**src/lmfs_pkg.sv**
```systemverilog
// ---------------------------------------------------------------------------
// lmfs_pkg: shared constants for the LED matrix frame store
// Field widths and action codes used by the top level and its units.
// ---------------------------------------------------------------------------
package lmfs_pkg;

    localparam int ACT_W   = 3;
    localparam int RAW_W   = 8;
    localparam int COLOR_W = 16;
    localparam int TURN_W  = 2;

    localparam logic [ACT_W-1:0] ACT_WRITE   = 3'd0;
    localparam logic [ACT_W-1:0] ACT_READ    = 3'd1;
    localparam logic [ACT_W-1:0] ACT_PATTERN = 3'd2;
    localparam logic [ACT_W-1:0] ACT_ROTATE  = 3'd3;
    localparam logic [ACT_W-1:0] ACT_FILL    = 3'd4;

endpackage

```
**src/lmfs_ram.sv**
```systemverilog
// ---------------------------------------------------------------------------
// lmfs_ram: generic simple dual-port RAM
// One write port, one read port, read data registered.
// ---------------------------------------------------------------------------
module lmfs_ram #(
    parameter int WIDTH = 16,
    parameter int DEPTH = 64
) (
    input  logic                     i_clk,
    input  logic                     i_we,
    input  logic [$clog2(DEPTH)-1:0] i_waddr,
    input  logic [WIDTH-1:0]         i_wdata,
    input  logic [$clog2(DEPTH)-1:0] i_raddr,
    output logic [WIDTH-1:0]         o_rdata
);

    logic [WIDTH-1:0] r_mem [DEPTH];
    logic [WIDTH-1:0] r_rdata;

    always_ff @(posedge i_clk) begin
        if (i_we) begin
            r_mem[i_waddr] <= i_wdata;
        end
        r_rdata <= r_mem[i_raddr];
    end

    assign o_rdata = r_rdata;

endmodule

```
**src/lmfs_fold.sv**
```systemverilog
// ---------------------------------------------------------------------------
// lmfs_fold: coordinate folding unit
// Clamps a negative index to zero and reduces it modulo the matrix side
// in two register stages (reciprocal multiply, then remainder with correction).
// ---------------------------------------------------------------------------
module lmfs_fold
    import lmfs_pkg::*;
#(
    parameter int MATRIX_SIDE = 8
) (
    input  logic                           i_clk,
    input  logic signed [RAW_W-1:0]        i_raw,
    output logic [$clog2(MATRIX_SIDE)-1:0] o_coord
);

    localparam int CW     = $clog2(MATRIX_SIDE);
    localparam int VW     = RAW_W - 1;
    localparam int RECIP  = (2 ** 16) / MATRIX_SIDE;
    localparam int PW     = VW + 17;
    localparam logic [16:0] RecipK = 17'(RECIP);
    localparam logic [VW:0] SideK  = (VW + 1)'(MATRIX_SIDE);

    logic [VW-1:0] v;
    logic [PW-1:0] prod;
    logic [VW-1:0] r_v;
    logic [VW-1:0] r_q;
    logic [VW:0]   qs;
    logic [VW:0]   diff;
    logic [VW:0]   rem;
    logic [CW-1:0] r_rem;

    // negative counts as zero
    assign v    = i_raw[RAW_W-1] ? '0 : i_raw[VW-1:0];
    assign prod = PW'(v) * PW'(RecipK);

    always_ff @(posedge i_clk) begin
        r_v <= v;
        r_q <= prod[16 +: VW];
    end

    // quotient estimate is exact or one low
    assign qs   = (VW + 1)'(r_q) * SideK;
    assign diff = {1'b0, r_v} - qs;
    assign rem  = (diff >= SideK) ? diff - SideK : diff;

    always_ff @(posedge i_clk) begin
        r_rem <= CW'(rem);
    end

    assign o_coord = r_rem;

endmodule

```
**src/lmfs_slot.sv**
```systemverilog
// ---------------------------------------------------------------------------
// lmfs_slot: quarter-turn slot mapper
// Maps a (row, column) pair turned by 0..3 quarter turns to a linear
// store address; shared by pixel accesses and the rotate sweep.
// ---------------------------------------------------------------------------
module lmfs_slot
    import lmfs_pkg::*;
#(
    parameter int MATRIX_SIDE = 8
) (
    input  logic [$clog2(MATRIX_SIDE)-1:0]               i_row,
    input  logic [$clog2(MATRIX_SIDE)-1:0]               i_col,
    input  logic [TURN_W-1:0]                            i_turns,
    output logic [$clog2(MATRIX_SIDE*MATRIX_SIDE)-1:0]   o_slot
);

    localparam int CW = $clog2(MATRIX_SIDE);
    localparam int AW = $clog2(MATRIX_SIDE * MATRIX_SIDE);
    localparam logic [CW-1:0] SMax  = CW'(MATRIX_SIDE - 1);
    localparam logic [AW-1:0] SideA = AW'(MATRIX_SIDE);

    logic [CW-1:0] nr;
    logic [CW-1:0] nc;

    always_comb begin
        case (i_turns)
            2'd1: begin
                nr = SMax - i_col;
                nc = i_row;
            end
            2'd2: begin
                nr = SMax - i_row;
                nc = SMax - i_col;
            end
            2'd3: begin
                nr = i_col;
                nc = SMax - i_row;
            end
            default: begin
                nr = i_row;
                nc = i_col;
            end
        endcase
    end

    assign o_slot = AW'(nr) * SideA + AW'(nc);

endmodule

```
**src/led_matrix_frame_store_rotation.sv**
```systemverilog
// ---------------------------------------------------------------------------
// led_matrix_frame_store_rotation: RGB565 frame store with quarter turns
// Square pixel store with write, read, rotated write, whole-store rotate and
// fill. Two RAM banks ping-pong on rotate; fill is a valid-bit clear.
// ---------------------------------------------------------------------------
//  channel   direction  handshake                  payload
//  command   in         start & !busy              i_action, i_row_index,
//                                                  i_column_index, i_pixel_color,
//                                                  i_turn_code
//  result    out        o_result_valid (1 cycle)   o_read_color
//  config    in         i_cfg_we                   i_cfg_wdata (rotation code)
//
// Items pass fold, remainder, slot, then write (write, pattern write) or read
// request and read data (read); fill and unused codes end at accept; rotate
// sweeps one entry per cycle through the slot mapper, then drains the last
// write. Folding uses a two-stage divider unit. Reset clears the store at once
// (valid bits read back as fill color 0). Results are registered, not stalled.
// ---------------------------------------------------------------------------
module led_matrix_frame_store_rotation
    import lmfs_pkg::*;
#(
    parameter int MATRIX_SIDE = 8
) (
    input  logic                      i_clk,
    input  logic                      i_rst_n,
    input  logic                      start,
    output logic                      busy,
    input  logic [ACT_W-1:0]          i_action,
    input  logic signed [RAW_W-1:0]   i_row_index,
    input  logic signed [RAW_W-1:0]   i_column_index,
    input  logic [COLOR_W-1:0]        i_pixel_color,
    input  logic [TURN_W-1:0]         i_turn_code,
    output logic                      o_result_valid,
    output logic [COLOR_W-1:0]        o_read_color,
    input  logic                      i_cfg_we,
    input  logic [TURN_W-1:0]         i_cfg_wdata
);

    localparam int N  = MATRIX_SIDE * MATRIX_SIDE;
    localparam int CW = $clog2(MATRIX_SIDE);
    localparam int AW = $clog2(N);
    localparam logic [CW-1:0] CLast = CW'(MATRIX_SIDE - 1);
    localparam logic [AW-1:0] ALast = AW'(N - 1);

    typedef enum logic [8:0] {
        ST_IDLE   = 9'b000000001,
        ST_FOLD   = 9'b000000010,
        ST_REM    = 9'b000000100,
        ST_SLOT   = 9'b000001000,
        ST_WRITE  = 9'b000010000,
        ST_RDREQ  = 9'b000100000,
        ST_RDDATA = 9'b001000000,
        ST_SWEEP  = 9'b010000000,
        ST_DRAIN  = 9'b100000000
    } t_state;

    t_state r_state;
    t_state n_state;

    logic                     accept;
    logic [TURN_W-1:0]        r_rotation;
    logic [ACT_W-1:0]         r_action;
    logic signed [RAW_W-1:0]  r_row;
    logic signed [RAW_W-1:0]  r_col;
    logic [COLOR_W-1:0]       r_color;
    logic [TURN_W-1:0]        r_total;
    logic [COLOR_W-1:0]       r_fill;
    logic                     r_bank;
    logic [N-1:0]             r_valid [2];
    logic                     r_rd_vld;
    logic [CW-1:0]            r_i;
    logic [CW-1:0]            r_j;
    logic [AW-1:0]            r_k;
    logic [AW-1:0]            r_slot;
    logic                     r_wpend;
    logic                     r_done;
    logic [COLOR_W-1:0]       r_out;

    logic [CW-1:0]            fold_row;
    logic [CW-1:0]            fold_col;
    logic [CW-1:0]            map_row;
    logic [CW-1:0]            map_col;
    logic [TURN_W-1:0]        map_turns;
    logic [AW-1:0]            map_slot;
    logic [AW-1:0]            raddr;
    logic                     we_pixel;
    logic                     we_sweep;
    logic [1:0]               we_bank;
    logic [COLOR_W-1:0]       wdata;
    logic [COLOR_W-1:0]       rdata0;
    logic [COLOR_W-1:0]       rdata1;
    logic [COLOR_W-1:0]       rdata_act;
    logic [COLOR_W-1:0]       rd_color;

    assign busy   = (r_state != ST_IDLE);
    assign accept = start && !busy;

    // ---- folding units ----
    lmfs_fold #(.MATRIX_SIDE(MATRIX_SIDE)) u_fold_row (
        .i_clk   (i_clk),
        .i_raw   (r_row),
        .o_coord (fold_row)
    );

    lmfs_fold #(.MATRIX_SIDE(MATRIX_SIDE)) u_fold_col (
        .i_clk   (i_clk),
        .i_raw   (r_col),
        .o_coord (fold_col)
    );

    // ---- shared slot mapper ----
    always_comb begin
        if (r_state == ST_SWEEP) begin
            map_row   = r_i;
            map_col   = r_j;
            map_turns = r_total;
        end else begin
            map_row   = fold_row;
            map_col   = fold_col;
            map_turns = (r_action == ACT_PATTERN) ? r_rotation : '0;
        end
    end

    lmfs_slot #(.MATRIX_SIDE(MATRIX_SIDE)) u_slot (
        .i_row   (map_row),
        .i_col   (map_col),
        .i_turns (map_turns),
        .o_slot  (map_slot)
    );

    // ---- store banks ----
    assign raddr     = (r_state == ST_SWEEP) ? r_k : r_slot;
    assign rdata_act = r_bank ? rdata1 : rdata0;
    assign rd_color  = r_rd_vld ? rdata_act : r_fill;

    assign we_pixel = (r_state == ST_WRITE);
    assign we_sweep = r_wpend && ((r_state == ST_SWEEP) || (r_state == ST_DRAIN));
    // pixel writes go to the active bank, sweep writes to the other one
    assign we_bank[0] = (we_pixel && !r_bank) || (we_sweep && r_bank);
    assign we_bank[1] = (we_pixel && r_bank) || (we_sweep && !r_bank);
    assign wdata      = we_sweep ? rd_color : r_color;

    lmfs_ram #(.WIDTH(COLOR_W), .DEPTH(N)) u_bank0 (
        .i_clk   (i_clk),
        .i_we    (we_bank[0]),
        .i_waddr (r_slot),
        .i_wdata (wdata),
        .i_raddr (raddr),
        .o_rdata (rdata0)
    );

    lmfs_ram #(.WIDTH(COLOR_W), .DEPTH(N)) u_bank1 (
        .i_clk   (i_clk),
        .i_we    (we_bank[1]),
        .i_waddr (r_slot),
        .i_wdata (wdata),
        .i_raddr (raddr),
        .o_rdata (rdata1)
    );

    // ---- sequencer ----
    always_comb begin
        n_state = r_state;
        case (r_state)
            ST_IDLE: begin
                if (accept) begin
                    case (i_action)
                        ACT_WRITE, ACT_READ, ACT_PATTERN: n_state = ST_FOLD;
                        ACT_ROTATE:                       n_state = ST_SWEEP;
                        default:                          n_state = ST_IDLE;
                    endcase
                end
            end
            ST_FOLD:   n_state = ST_REM;
            ST_REM:    n_state = ST_SLOT;
            ST_SLOT:   n_state = (r_action == ACT_READ) ? ST_RDREQ : ST_WRITE;
            ST_WRITE:  n_state = ST_IDLE;
            ST_RDREQ:  n_state = ST_RDDATA;
            ST_RDDATA: n_state = ST_IDLE;
            ST_SWEEP:  n_state = (r_k == ALast) ? ST_DRAIN : ST_SWEEP;
            ST_DRAIN:  n_state = ST_IDLE;
            default:   n_state = ST_IDLE;
        endcase
    end

    always_ff @(posedge i_clk) begin
        if (!i_rst_n) begin
            r_state    <= ST_IDLE;
            r_rotation <= '0;
            r_fill     <= '0;
            r_bank     <= 1'b0;
            r_valid[0] <= '0;
            r_valid[1] <= '0;
            r_wpend    <= 1'b0;
            r_done     <= 1'b0;
        end else begin
            r_state <= n_state;
            r_done  <= 1'b0;
            if (i_cfg_we) begin
                r_rotation <= i_cfg_wdata;
            end
            if (we_bank[0]) begin
                r_valid[0][r_slot] <= 1'b1;
            end
            if (we_bank[1]) begin
                r_valid[1][r_slot] <= 1'b1;
            end
            r_wpend <= (r_state == ST_SWEEP);
            case (r_state)
                ST_IDLE: begin
                    if (accept && (i_action != ACT_WRITE) && (i_action != ACT_READ)
                        && (i_action != ACT_PATTERN) && (i_action != ACT_ROTATE)) begin
                        r_done <= 1'b1;
                    end
                    // fill: drop every entry of the active bank back to the fill color
                    if (accept && (i_action == ACT_FILL)) begin
                        r_fill          <= i_pixel_color;
                        r_valid[r_bank] <= '0;
                    end
                end
                ST_WRITE:  r_done <= 1'b1;
                ST_RDDATA: r_done <= 1'b1;
                ST_DRAIN: begin
                    r_bank <= !r_bank;
                    r_done <= 1'b1;
                end
                default: ;
            endcase
        end
    end

    // payload, slot, sweep counters and result registers
    always_ff @(posedge i_clk) begin
        r_rd_vld <= r_valid[r_bank][raddr];
        if (accept) begin
            r_action <= i_action;
            r_row    <= i_row_index;
            r_col    <= i_column_index;
            r_color  <= i_pixel_color;
            r_total  <= TURN_W'(i_turn_code + r_rotation);
            r_i      <= '0;
            r_j      <= '0;
            r_k      <= '0;
        end
        if ((r_state == ST_SLOT) || (r_state == ST_SWEEP)) begin
            r_slot <= map_slot;
        end
        if (r_state == ST_SWEEP) begin
            r_k <= r_k + 1'b1;
            if (r_j == CLast) begin
                r_j <= '0;
                r_i <= r_i + 1'b1;
            end else begin
                r_j <= r_j + 1'b1;
            end
        end
        if (r_state == ST_IDLE) begin
            r_out <= '0;
        end else if (r_state == ST_RDDATA) begin
            r_out <= rd_color;
        end else if (r_state == ST_WRITE) begin
            r_out <= '0;
        end else if (r_state == ST_DRAIN) begin
            r_out <= '0;
        end
    end

    assign o_result_valid = r_done;
    assign o_read_color   = r_out;

endmodule

```
**config.mk**
```make
export PLATFORM = sky130hd
export DESIGN_NAME = led_matrix_frame_store_rotation
export DESIGN_NICKNAME = d
export VERILOG_FILES = /design/src/lmfs_pkg.sv /design/src/lmfs_ram.sv /design/src/lmfs_fold.sv /design/src/lmfs_slot.sv /design/src/led_matrix_frame_store_rotation.sv
export SDC_FILE = /design/constraint.sdc
export NUM_CORES = 2
export LEC_CHECK = 0
export ABC_AREA = 1
export BUFFER_PORTS_ARGS = -buffer_cell sky130_fd_sc_hd__buf_2
export CORE_MARGIN = 1
export CORE_UTILIZATION = 40
export DETAILED_ROUTE_END_ITERATION = 10
export PLACE_DENSITY_LB_ADDON = 0.08
export SYNTH_ARGS = -nofsm -noshare
export SYNTH_HDL_FRONTEND = slang
export SYNTH_SLANG_ARGS = --single-unit
```
**constraint.sdc**
```tcl
create_clock -name i_clk -period 4.25 [get_ports i_clk]
set_input_delay 0.425 -clock i_clk [delete_from_list [all_inputs] [get_ports i_clk]]
set_output_delay 0.425 -clock i_clk [all_outputs]
set_load 0.03 [all_outputs]
```
After elaboration in Yosys (flattened, before gate mapping)
Memories as Yosys holds them, arrays and structs flattened. A register that Yosys moved wholly into a read port is not among the register bits. Cells that the tools add are included. Widths: inputs -> output; s select.

Add/subtract/negate cells: 11. Multiply operators: 0. Div/mod/pow operators: 0. Order comparisons: 5. Equality and inequality tests: 25. Shift operators: 0. Multiplexer cells: 180. Bitwise gates (word level): 128. Reduce and logical (&&, ||, !) cells: 26.

Operators by type and width (number): $mux 64 (4); $mux 1 (145); $or 1x1->1 (128); $mux 16 (6); $reduce_or 64->1 (1); $pmux 9 s6 (1); $mux 3 (10); $mux 6 (4); $mux 9 (2); $pmux 3 s3 (2); $ge 8x4->1 const B (2); $pmux 8 s2 (1); $sub 7x7->8 (2); $lt 6x7->1 const B (2); $logic_and 1x1->1 (12); $eq 3x2->1 const B (3); $eq 9x1->1 const B (1); $eq 9x2->1 const B (1); $eq 9x3->1 const B (1); $eq 9x4->1 const B (1); $eq 9x5->1 const B (1); $eq 9x6->1 const B (1); $eq 9x7->1 const B (1); $eq 9x8->1 const B (1); other kinds (28) (42).

Flip-flop bits (word level): 122. Bits in latches: 0. RAM bits: 2176. Bits in read-only memories: 0. Output and inout port bits: 18. Word-level logic and storage cells: 401. Memories: 3.

Memories: u_bank0.r_mem (words 64, bits a word 16, read ports 1, clocked after memory_dff 1, wr ports 1, line lmfs_ram.sv:17) `logic [WIDTH-1:0] r_mem [DEPTH];`; u_bank1.r_mem (words 64, bits a word 16, read ports 1, clocked after memory_dff 1, wr ports 1, line lmfs_ram.sv:17); r_valid (words 2, bits a word 64, read ports 1, clocked after memory_dff 1, wr ports 2, line led_matrix_frame_store_rotation.sv:69) `logic [N-1:0] r_valid [2];`.

Logic depth before layout (Yosys ltp)
Word-level depth: 10. Mapped depth: 17. Mapped depth without buffers: 15.

Hierarchy
From an unflattened synthesis, not the netlist that was laid out.

Cells, all modules: 8541. Area, all modules: 95301.4 sq um.

Modules (own cells, without submodules): lmfs_ram (times used 2, cells an instance 3517, area an instance 42099.1 sq um); led_matrix_frame_store_rotation (times used 1, cells an instance 1432, area an instance 10585.2 sq um); lmfs_fold (times used 2, cells an instance 12, area an instance 142.6 sq um); lmfs_slot (times used 1, cells an instance 51, area an instance 232.7 sq um).

Worst setup path after synthesis
OpenSTA, ideal clock, no wires.

Path type: register to register. Start: register r_state[2]. End: memory u_bank0.r_mem[0][10], data pin. Setup time: 0.511 ns. Data arrival time: 3.146 ns. Required time: 3.739 ns. Setup slack: 0.593 ns. Stages on the path, launching flop included: 12. Cell sequence: dfxtp_1 -> nor2_2 -> nand2_1 -> nor2_2 -> nand2_1 -> buf_2 -> nand2_1 -> nand2_1 -> inv_1 -> clkbuf_1 -> nand2_1 -> nand2_1.

Longest elaborated chain between the ends: 4. Elaborated cells on any way between the ends: 5.

RTL lines: from (decl) (line led_matrix_frame_store_rotation.sv:57) `t_state r_state;`; from (signal assigned) (line led_matrix_frame_store_rotation.sv:197) `r_state <= n_state;`; $eq 9x8->1 or $eq 9x9->1 (tied branches) (line led_matrix_frame_store_rotation.sv:137) `assign we_sweep = r_wpend && ((r_state == ST_SWEEP) || (r_state == ST_DRAIN));`; $logic_or 1x1->1 (*) (line led_matrix_frame_store_rotation.sv:137); $logic_and 1x1->1 (*) (line led_matrix_frame_store_rotation.sv:137); $mux 16 (*) (line led_matrix_frame_store_rotation.sv:141) `assign wdata = we_sweep ? rd_color : r_color;`; named net u_bank0.i_wdata[10] (line lmfs_ram.sv:12) `input logic [WIDTH-1:0] i_wdata,`; to (decl) (line lmfs_ram.sv:17).

Mark *: on every way through the listed nets, which the timed path passes. The rest lies on a longest branch.

Worst setup path in the final report
Start: register r_state[8]. End: register u_bank0.r_rdata[6] (netlist: u_bank0.o_rdata[6]), read port of u_bank0.r_mem.

Longest elaborated chain between the ends: 2.

RTL lines: $eq 9x8->1 (line led_matrix_frame_store_rotation.sv:132) `assign raddr = (r_state == ST_SWEEP) ? r_k : r_slot;`; $mux 6 (line led_matrix_frame_store_rotation.sv:132); to (decl) (line lmfs_ram.sv:18) `logic [WIDTH-1:0] r_rdata;`.

Every way passes these cells. A chain may end at the register's enable or synchronous reset.

==> flow_summary.ini <==
[sta]
timing.final.crit_share = 0.860
finalSetupViolations = 0
post-route-min-period_ns = 3.65
tns_ns = 0
fmax_mhz = 274
tightest_slew_ns = 1.29
drv_slew = 0
max-slew-margin-rel = 0.138
holdWs_ns = 0.0820
hold_viol = 0
rsz0062_at_grt = false
skew_ns = 0.0620

[power]
pwr-share-clk = 0.457
p_sw_uw = 10300
power_density_nw_per_um2 = 424
p_leak_uw = 0.0432
power_frac_seq = 0.515
p_comb_frac = 0.028
p_sw_frac = 0.212
internal_power_uw = 38300
irDropWorstVdd_mv = 0.426

[setup_path]
worst_r2r_path_depth = 11
timing.rr.end = u_bank0.o_rdata[6]
crit_chain = inv_1 -> nand3_2 -> nor2_4 -> o21ai_4 -> buf_4 -> nand2_1 -> nand3_1 -> nand3_1 -> nand3_1 -> nand3_1 -> nand2_1
cp_common_cell = nand3_1
critPathTopFamily = simple AND/OR/NAND/NOR gates
start_kind = flop
r2r-start = r_state[8]
crit_arrival_ns = 4.49
critPathMaxStageDelay_ns = 0.99
slowest_stage = o21ai_4
crit_path_end_kind = flop
path_class = reg2reg
cp.required_ns = 5.09
rrSetupSlack_ns = 0.60
cp_max_fo = 33
critical_path_buf_inv_count = 2

[final_layout]
final_area_um2 = 115000
layout.area.seq_um2 = 67300
finalNetCount = 9491
final_common_cell = edfxtp_1
final_cell_mix = edfxtp_1, nand3_1, nand2_1, inv_1, nand3b_1
fill_cells = 22900
syn_to_final_growth_pct = 14.0
drive_gt1_frac = 0.0892
multi_input_area_um2 = 26400

[worst_hold_path]
hp-class = in2reg
hp-start = i_rst_n
hold_depth = 3
whs_endpoint = r_fill[9]

[die]
fp-row-count = 183
dieWidth_um = 503
fp.dieH_um = 503
die_area_um2 = 253000
ios = 61
initial_core_util = 0.403
core-area_um2 = 249000

[cts]
clkSlewWorstSetupHoldPaths_ns = 0.06
root_buffer = clkbuf_16
cts_hold_buf = 34
ctsResizeCount = 0
postCtsSetupRepairBufs = 0
cts.sinks = 2315
clkLatencyLatePin_ns = 0.91
cts_tree = yes
cts.path.max_buffers = 4
htreeDepth = 5
cts_buffers = 280

[global_route]
gr-total-overflow = 0
grt_antenna_before_repair = 19
grt_use_total = 0.252
grt_max_degree = 155
grt_pass1_vias = 65400
grt_pass1_wl_mm = 465

[routing]
drtIter0Drc = 6672
vias = 69200
viasPerCell = 5.34
dr.pass1.iters = 6
wl_mm = 321
wire_per_inst_um = 24.8
post-route-drc-count = 0
antenna_left = 0

[synthesis]
syn-num-nets = 9449
yosysWarnings = 0
synth_area_um2 = 100000
synth_seq_area_share = 0.670
synthCells = 9401
synth_seq_cells = 2315
postSynthAreaPerCell_um2 = 10.7
ys_types = 41

[placed_design]
dp_hpwl_mm = 177
finalWeightedCongestion = 0.818
io_buffers = 52
place_area_um2 = 106000

[run]
drv_cap = 0

[outcome]
outcome = complete, no violations
## layer usage
| layer | GRT usage | share of wire |
|---|---|---|
| met5 | 0 | 0.000044 |
| met4 | 0.0706 | 0.026 |
| met3 | 0.0346 | 0.060 |
| met2 | 0.398 | 0.46 |
| met1 | 0.362 | 0.46 |
## power by group through the flow
stage | clock network [uW] | logic, uW | registers (uW)
after global placement | 0 | 1300 | 25500
final | 22200 | 1340 | 25000
after detailed placement | 0 | 1320 | 25500
after global routing | 23500 | 1430 | 25000
after CTS | 22600 | 1350 | 25000
after floorplan | 0 | 584 | 25600
## how the worst max path moves through the flow
stage / from / to / slack (ns) / depth (start not counted)
4_1_cts: r_state[8] / u_bank0.o_rdata[6] / 0.58 / 11
5_1_grt: r_state[8] / u_bank0.o_rdata[5] / 0.47 / 12
3_3_place_gp: r_state[8] / u_bank0.o_rdata[6] / 0.62 / 11
6_report: r_state[8] / u_bank0.o_rdata[6] / 0.60 / 11
2_1_floorplan: r_state[2] / u_bank0.r_mem[0][10] / 0.59 / 11
3_5_place_dp: r_state[8] / u_bank0.o_rdata[6] / 0.64 / 11
## stage by stage
step,worst slack (ns),cells,util,total power (uW)
global route,0.467,13000,0.460,49900
CTS,0.579,13000,0.460,49000
floorplan,0.593,9401,-,26100
global placement,0.620,12500,0.425,26800
finish,0.597,13000,0.460,48600
detailed placement,0.636,12500,0.425,26800
## sequential cells by signal (all words and copies together), names as in the netlist, 6 cells and up, named ones only
signal,count
u_bank0.o_rdata,16
r_valid,128
r_color,16
r_fill,16
u_bank1.o_rdata,16
o_read_color,16
r_k,6
u_bank0.r_mem,1024
r_state,9
r_slot,6
u_bank1.r_mem,1024
## final cells by class
cell class | instances | area share
Clock inverter | 98 | 0.00616
Clock buffer | 372 | 0.0665
Inverter | 1165 | 0.0384
Sequential cell | 2315 | 0.587
Antenna cell | 3 | 0.0000655
Timing Repair Buffer | 387 | 0.0347
Tap cell | 3330 | 0.0364
Multi-Input combinational cell | 5294 | 0.230
## logic make-up after synthesis
logic type	after synthesis	synth area share
compound gates	313	0.0168
xor+xnor	8	0.000698
fa+ha+maj	5	0.000623
buf+inv	1792	0.0723
flops	2315	0.670
mux	2	0.000199
simple gates	4966	0.240
## cells in the mapped netlist
master,number,area share
nor2_4,2,0.00022
nor2_2,3,0.00019
inv_1,1157,0.043
inv_2,8,0.00030
a22oi_1,16,0.0012
edfxtp_1,2092,0.63
and3_1,2,0.00012
xnor2_1,3,0.00026
mux2i_1,2,0.00020
clkbuf_1,249,0.0093
o21ai_1,2,0.00010
o21ai_4,2,0.00032
nor4_2,1,0.00012
dfxtp_1,223,0.044
nand3_2,1,0.00010
buf_1,31,0.0012
xor2_1,5,0.00044
buf_2,324,0.016
nand3b_1,758,0.057
ha_1,5,0.00062
nor3b_1,2,0.00015
a311oi_2,1,0.00015
o21ai_0,45,0.0022
nor2_1,321,0.012
nand4_1,2,0.00012
o22ai_1,17,0.0011
nand2_1,1870,0.070
nand3_1,1975,0.098
nor4_1,5,0.00031
nor3_1,21,0.0010
a21oi_2,1,0.000087
buf_6,11,0.0012
buf_4,12,0.00090
a311oi_1,1,0.000087
o21bai_1,1,0.000075
a21oi_1,221,0.011
or2_2,1,0.000062
a31oi_1,3,0.00019
o21ai_2,3,0.00026
nor3_2,1,0.00010
nand2_2,1,0.000062
## worst reg2reg max path, cell delays in order, from the launching register on
cell	delay [ns]
dfxtp_1	0.42
inv_1	0.11
nand3_2	0.18
nor2_4	0.11
o21ai_4	0.99
buf_4	0.59
nand2_1	0.13
nand3_1	0.18
nand3_1	0.17
nand3_1	0.22
nand3_1	0.35
nand2_1	0.14
(Power assumes the default switching activity.)
